[src/hw/rtl/servo_pulse_sequencer_core_defines.svh]
// Assertion macros for the servo pulse sequencer core
`ifndef SERVO_PULSE_SEQUENCER_CORE_DEFINES_SVH
`define SERVO_PULSE_SEQUENCER_CORE_DEFINES_SVH

`ifndef SYNTHESIS
`define SPC_ASSERT_SAME(lbl, ante, cons) \
  lbl: assert property (@(posedge clk) disable iff (rst) (ante) |-> (cons)) \
    else $error("servo sequencer check failed");
`define SPC_ASSERT_NEXT(lbl, ante, cons) \
  lbl: assert property (@(posedge clk) disable iff (rst) (ante) |=> (cons)) \
    else $error("servo sequencer check failed");
`else
`define SPC_ASSERT_SAME(lbl, ante, cons)
`define SPC_ASSERT_NEXT(lbl, ante, cons)
`endif

`endif

[src/hw/rtl/spc_pkg.sv]
package spc_pkg;

  localparam int CHANNELS = 8;
  localparam int CH_W     = $clog2(CHANNELS);
  localparam int NC_W     = CH_W + 1;
  localparam int WIDTH_W  = 16;
  localparam int REM_W    = WIDTH_W + 1;
  localparam int FRAME_W  = 20;
  localparam int LINES_W  = 8;

  localparam logic [FRAME_W-1:0] FRAME_RESET = FRAME_W'(144000);

  typedef enum logic [1:0] {
    FUNC_TICK  = 2'd0,
    FUNC_WRITE = 2'd1,
    FUNC_READ  = 2'd2
  } func_t;

endpackage

[src/hw/rtl/spc_ram.sv]
module spc_ram #(
  parameter int WIDTH = 16,
  parameter int DEPTH = 8
) (
  input  logic                     clk,
  input  logic                     we,
  input  logic [$clog2(DEPTH)-1:0] waddr,
  input  logic [WIDTH-1:0]         wdata,
  input  logic                     re,
  input  logic [$clog2(DEPTH)-1:0] raddr,
  output logic [WIDTH-1:0]         rdata
);

  logic [WIDTH-1:0] mem [DEPTH];

  always_ff @(posedge clk) begin
    if (we) begin
      mem[waddr] <= wdata;
    end
    if (re) begin
      rdata <= mem[raddr];
    end
  end

endmodule

[src/hw/rtl/servo_pulse_sequencer_core.sv]
// channel | signals                            | handshake
// config  | cfg_we, cfg_wdata                  | write enable, no wait
// request | func, channel, width               | in_valid / in_ready
// result  | pulse_lines, read_width, frame_st. | out_valid / out_ready
//
// One request per cycle unless stalled; results pass resolve and output registers.
// Width memory has one read port; the next channel address is forwarded from the
// resolve stage into the read of the following request.
// Synchronous reset, no clearing pass: per-channel valid bits make widths read as 0.
// A stalled result holds the resolve stage and, behind it, request acceptance.
`include "servo_pulse_sequencer_core_defines.svh"

module servo_pulse_sequencer_core (
  input  logic                          clk,
  input  logic                          rst,
  input  logic                          cfg_we,
  input  logic [spc_pkg::FRAME_W-1:0]   cfg_wdata,
  input  logic                          in_valid,
  output logic                          in_ready,
  input  logic [1:0]                    func,
  input  logic [spc_pkg::CH_W-1:0]      channel,
  input  logic [spc_pkg::WIDTH_W-1:0]   width,
  output logic                          out_valid,
  input  logic                          out_ready,
  output logic [spc_pkg::LINES_W-1:0]   pulse_lines,
  output logic [spc_pkg::WIDTH_W-1:0]   read_width,
  output logic                          frame_start
);
  import spc_pkg::*;

  logic [FRAME_W-1:0]  frame_ticks;
  logic [FRAME_W-1:0]  frame_count;
  logic [FRAME_W:0]    frame_sum;
  logic                rewind_now;
  logic                accept;
  func_t               in_func;

  logic                s1_valid;
  func_t               s1_func;
  logic                s1_rewind;
  logic                s1_hit;
  logic                s1_adv;

  logic [CHANNELS-1:0] wvalid;
  logic                ram_we;
  logic [CH_W-1:0]     ram_raddr;
  logic [WIDTH_W-1:0]  ram_rdata;
  logic [WIDTH_W-1:0]  w_eff;

  logic [NC_W-1:0]     next_channel;
  logic [NC_W-1:0]     next_channel_next;
  logic [NC_W-1:0]     nc0;
  logic                pulse_active;
  logic                pulse_active_next;
  logic [CH_W-1:0]     pulse_channel;
  logic [CH_W-1:0]     pulse_channel_next;
  logic [REM_W-1:0]    pulse_remaining;
  logic [REM_W-1:0]    pulse_remaining_next;
  logic [REM_W-1:0]    rem_dec;
  logic                pa_after;
  logic [LINES_W-1:0]  lines_next;

  assign in_func    = func_t'(func);
  assign accept     = in_valid && in_ready;
  assign s1_adv     = s1_valid && (!out_valid || out_ready);
  assign in_ready   = !s1_valid || s1_adv;
  assign frame_sum  = {1'b0, frame_count} + (FRAME_W + 1)'(1);
  assign rewind_now = frame_sum >= {1'b0, frame_ticks};
  assign ram_we     = accept && (in_func == FUNC_WRITE);
  assign w_eff      = s1_hit ? ram_rdata : '0;

  always_comb begin
    if (in_func == FUNC_READ) begin
      ram_raddr = channel;
    end else if (rewind_now) begin
      ram_raddr = '0;
    end else begin
      ram_raddr = next_channel_next[CH_W-1:0];
    end
  end

  spc_ram #(
    .WIDTH (WIDTH_W),
    .DEPTH (CHANNELS)
  ) u_width_ram (
    .clk   (clk),
    .we    (ram_we),
    .waddr (channel),
    .wdata (width),
    .re    (accept),
    .raddr (ram_raddr),
    .rdata (ram_rdata)
  );

  // resolve the tick in stage 1
  always_comb begin
    next_channel_next    = next_channel;
    pulse_active_next    = pulse_active;
    pulse_channel_next   = pulse_channel;
    pulse_remaining_next = pulse_remaining;
    rem_dec  = (pulse_remaining != '0) ? pulse_remaining - REM_W'(1) : pulse_remaining;
    pa_after = pulse_active && (rem_dec != '0);
    nc0      = s1_rewind ? '0 : next_channel;
    if (s1_adv && (s1_func == FUNC_TICK)) begin
      pulse_active_next = pa_after;
      next_channel_next = nc0;
      if (pulse_active) begin
        pulse_remaining_next = rem_dec;
      end
      if ((nc0 < NC_W'(CHANNELS)) && !pa_after) begin
        if (w_eff != '0) begin
          pulse_active_next    = 1'b1;
          pulse_channel_next   = nc0[CH_W-1:0];
          pulse_remaining_next = {1'b0, w_eff} + REM_W'(1);
        end
        next_channel_next = nc0 + NC_W'(1);
      end
    end
  end

  always_comb begin
    lines_next = '0;
    if (pulse_active_next) begin
      lines_next[pulse_channel_next] = 1'b1;
    end
  end

  always_ff @(posedge clk) begin
    if (rst) begin
      frame_ticks     <= FRAME_RESET;
      frame_count     <= '0;
      wvalid          <= '0;
      s1_valid        <= 1'b0;
      out_valid       <= 1'b0;
      next_channel    <= '0;
      pulse_active    <= 1'b0;
      pulse_channel   <= '0;
      pulse_remaining <= '0;
    end else begin
      if (cfg_we) begin
        frame_ticks <= cfg_wdata;
      end
      if (accept && (in_func == FUNC_TICK)) begin
        frame_count <= rewind_now ? '0 : frame_sum[FRAME_W-1:0];
      end
      if (ram_we) begin
        wvalid[channel] <= 1'b1;
      end
      if (accept) begin
        s1_valid <= 1'b1;
      end else if (s1_adv) begin
        s1_valid <= 1'b0;
      end
      if (s1_adv) begin
        out_valid <= 1'b1;
      end else if (out_ready) begin
        out_valid <= 1'b0;
      end
      next_channel    <= next_channel_next;
      pulse_active    <= pulse_active_next;
      pulse_channel   <= pulse_channel_next;
      pulse_remaining <= pulse_remaining_next;
    end
  end

  always_ff @(posedge clk) begin
    if (accept) begin
      s1_func   <= in_func;
      s1_rewind <= rewind_now;
      s1_hit    <= wvalid[ram_raddr];
    end
    if (s1_adv) begin
      pulse_lines <= lines_next;
      read_width  <= (s1_func == FUNC_READ) ? w_eff : '0;
      frame_start <= (s1_func == FUNC_TICK) && s1_rewind;
    end
  end

  `SPC_ASSERT_SAME(a_lines_onehot, out_valid, $onehot0(pulse_lines))
  `SPC_ASSERT_SAME(a_active_has_count, pulse_active, pulse_remaining != '0)
  `SPC_ASSERT_SAME(a_channel_bound, 1'b1, next_channel <= NC_W'(CHANNELS))
  `SPC_ASSERT_SAME(a_frame_no_read, out_valid && frame_start, read_width == '0)
  `SPC_ASSERT_NEXT(a_stage_hold, s1_valid && !s1_adv, s1_valid && $stable(s1_func))

endmodule
[config.mk]
export PLATFORM = sky130hd
export DESIGN_NAME = servo_pulse_sequencer_core
export DESIGN_NICKNAME = d
export VERILOG_FILES = /design/src/hw/rtl/spc_pkg.sv /design/src/hw/rtl/spc_ram.sv /design/src/hw/rtl/servo_pulse_sequencer_core.sv
export VERILOG_INCLUDE_DIRS = /design/src /design/src/hw/rtl
export SDC_FILE = /design/constraint.sdc
export NUM_CORES = 1
export LEC_CHECK = 0
export ABC_AREA = 0
export CORE_MARGIN = 8
export CORE_UTILIZATION = 35
export CTS_BUF_LIST = sky130_fd_sc_hd__clkbuf_4 sky130_fd_sc_hd__clkbuf_8 sky130_fd_sc_hd__clkbuf_16
export CTS_CLUSTER_SIZE = 12
export DETAILED_ROUTE_END_ITERATION = 8
export DONT_BUFFER_PORTS = 1
export HOLD_SLACK_MARGIN = 0.03
export PLACE_DENSITY_LB_ADDON = 0.15
export SYNTH_ARGS = -nofsm -noshare
export SYNTH_HDL_FRONTEND = slang
export SYNTH_HIERARCHICAL = 1
export SYNTH_SLANG_ARGS = --single-unit
[constraint.sdc]
create_clock -name clk -period 9.35 [get_ports clk]
set_input_delay 0.935 -clock clk [delete_from_list [all_inputs] [get_ports clk]]
set_output_delay 0.935 -clock clk [all_outputs]
set_load 0.01 [all_outputs]
==> results_dict.tcl <==
set metrics [dict create \
    yosysWarnings 6 \
    yosysUniqueCellTypes 72 \
    synthCells 969 \
    ctsLongestPathBuffers 3 \
    p_seq_share_pct 48.4 \
    holdWs_ps 471 \
    stdcell_count 1434 \
    drt_iter0_markers 444 \
    wl_per_cell_um 19.1 \
    relSlewSlack_pct 28.7 \
    syn_area_um2 11700 \
    cp_max_fo 32 \
    wl_met1_um 12500 \
    power.total_mw 2.53 \
    slew_viol_final 0 \
    start_util_pct 35.3 \
    cts_num_sinks 248 \
    fmax_mhz 193 \
    dp_hpwl_um 17700 \
    h-tree-depth 1 \
    yosysSeqAreaShare_pct 57.1 \
    finalSetupViolCount 0 \
    fin_crit_ps 5180 \
    start_kind "flop" \
    end_kind "flop" \
    fp-row-count 67 \
    via_count 7401 \
    highest_layer "met4" \
    final.period_utilization_pct 55.4 \
    yosysTopAreaCellShare_pct 44.3 \
    avgSynthCellArea_um2 12.1 \
    drc 0 \
    cts_resized 0 \
    dp_cells 1383 \
    p_leak_nw 4.70 \
    cp.required_ps 9630 \
    io_buffers 0 \
    setup-tns-final_ps 0 \
    synth_edf_count 173 \
    worstSetupPathType "flop to flop" \
    synthArstFlopShare_pct 0 \
    synth_largest_area_cell "edfxtp_1" \
    core_um2 33300 \
    worstSkewPairLatency_ps 550 \
    root_buffer "clkbuf_16" \
    power.share.combinational_pct 6.4 \
    outcome "completed" \
    grt_pass1_vias 7262 \
    syn_nets 1041 \
    finalWeightedCongestion 0.818 \
    drive_gt1_share_pct 11.5 \
    track_usage_pct 13.7 \
    cts-buffers-inserted 28 \
    cts_hold_buffers 0 \
    syn2layout_area_growth_pct 12.2 \
    pwr-share-clk_pct 45.1 \
    path_clk_slew_ps 60 \
    fin_skew_ps 23.6 \
    worstPathArrival_ps 5460 \
    postCtsSetupBuffers 0 \
    power_density_nw_per_um2 192 \
    die_y_um 199 \
    antenna_found_initial 0 \
    synth_area_leaders "edfxtp_1 44%, dfxtp_1 13%, mux4_1 6.3%" \
    grt-ovfl-total 0 \
    tightest_slew_ps 1070 \
    wl_met2_um 13000 \
    fp.dieArea_um2 39600 \
    num_antenna_cells 0 \
    viasPerCell 5.16 \
    rsz0062_at_grt "false" \
    detail-route-antenna-nets 0 \
    hold_path.class "input port to flop" \
    vdd_drop_max_uv 139 \
    drv_cap 0 \
    grt_pass1_wl_um 42400 \
    cts_tree "built" \
    swShare_pct 21.7 \
    first_pass_iters 5 \
    met3WireLength_um 1320 \
    totalWireLength_um 27400 \
    ys.flop_type "edfxtp_1" \
    p_int_mw 1.98 \
    power_switching_mw 0.549 \
    grt_max_degree 72 \
    final-hold-violation-count 0 \
    num_io_pins 73 \
    synth_seq_cells 248 \
    nets 1037 \
    die_width_um 199 \
]
## cells by family (layout without fill, tap and decap cells)
group	after synthesis	in the layout	synth area share [%]
simple gates	338	338	14.8
compound gates	168	168	9.28
fa+ha+maj	26	26	2.77
xor+xnor	32	32	2.39
flops	248	248	57.1
buf+inv	87	104	3.20
mux	70	70	10.5
## stage by stage
step                      setup WS, ps  instance area, um^2  util (%)
after floorplan                   4950                11700         -
after global placement            4300                12200      36.6
after detailed placement          4200                12200      36.6
after CTS                         4180                13200      39.6
after global routing              3780                13200      39.6
final                             4170                13200      39.6
## placed cells by master, fill, tap and decap left out, types with 6 or more instances in the layout
cell type  netlist  routed
nor2_1         126     126
mux2_2          17      17
and2_1          14      14
dfxtp_1         75      75
ha_1            26      26
nor4_1           7       7
a21o_1           6       6
xor2_1          11      11
inv_1           40      40
edfxtp_1       173     173
nor3b_1         10      10
o21ai_0         30      28
nand2_1         62      62
a21oi_1         60      60
nand2b_1         9       9
clkbuf_4         0       7
clkbuf_16        0      29
nor2b_1          8       8
nand4_1         13      13
buf_4            1      13
nand3_1         30      30
o22ai_1         10      10
mux2i_1         21      21
o211ai_1         9       9
xnor2_1         21      21
clkinv_2         0       7
a31oi_1         15      15
and3_1          12      12
nor3_1          16      14
mux4_1          28      28
## flip-flops by register name, indices dropped and copies added, names as in the netlist, 8 cells and up
name,flops
frame_count,20
read_width,16
u_width_ram/rdata,16
pulse_lines,8
u_width_ram/mem,128
wvalid,8
pulse_remaining,17
frame_ticks,20
## worst paths after layout
path              slack, ps                              to  cells after the start                        start
setup / recovery       4170  u_width_ram/rdata[3]$_DFFE_PP_                     18  frame_count[2]$_SDFFE_PP0P_
hold / removal          470     pulse_channel[0]$_SDFF_PP0_                      1                          rst
setup reg to reg       4170  u_width_ram/rdata[3]$_DFFE_PP_                     18  frame_count[2]$_SDFFE_PP0P_
hold reg to reg         480     pulse_channel[0]$_SDFF_PP0_                      2  pulse_channel[0]$_SDFF_PP0_
## layer usage
layer,GRT usage [%],vias to the layer above
met5,0,-
li1,-,3627
met4,3.57,0
met2,22.7,137
met1,17.8,3600
met3,3.07,37
## power groups by stage
stage	Clock (mW)	Sequential (mW)	Combinational [mW]
after global routing	1.22	1.23	0.182
after detailed placement	0	1.25	0.165
after CTS	1.17	1.23	0.166
after global placement	0	1.25	0.164
final	1.14	1.23	0.163
after floorplan	0	1.24	0.142
## critical path, stage by stage (launching register included)
cell and delay [ps]:
dfxtp_1 410, and3_1 260, and3_1 280, and3_1 260, nand3_1 170, nor2_1 320
nand2_1 100, nor2_1 140, xor2_1 190, ha_1 270, a21oi_1 150, o221ai_1 130
a21o_1 170, buf_4 230, nand2b_1 280, o21ai_4 180, buf_4 470, mux4_1 630
mux2_2 280
## synth_stat cells (3+ instances only)
cell type,instances
xor2_1,11
and2_1,14
o32ai_1,4
a21oi_1,60
a22oi_1,3
ha_1,26
nand3_1,30
nor4_1,7
and3_1,12
nand2_1,62
nand4_1,13
mux2i_1,21
xnor2_1,21
nor2b_1,8
buf_6,5
nor3_1,16
mux2_2,17
mux4_1,28
a21o_1,6
nor3b_1,10
clkbuf_1,30
dfxtp_1,75
nand2b_1,9
mux4_2,4
o21ai_0,30
edfxtp_1,173
or3_1,4
o22ai_1,10
o211ai_1,9
buf_1,5
a41oi_1,3
a31oi_1,15
nand3b_1,5
nor3_4,3
or3b_2,3
inv_1,40
nor2_1,126
a211oi_1,3
nor4b_4,4
buf_2,5
## final cells by class
| type | instances | area, um^2 |
|---|---|---|
| Multi-Input combinational cell | 634 | 4690 |
| Inverter | 40 | 150 |
| Tap cell | 448 | 561 |
| Sequential cell | 248 | 6700 |
| Fill cell | 3192 | 20100 |
| Clock inverter | 13 | 166 |
| Clock buffer | 38 | 806 |
| Timing Repair Buffer | 13 | 97.6 |
Power figures use the tool's default switching activity.
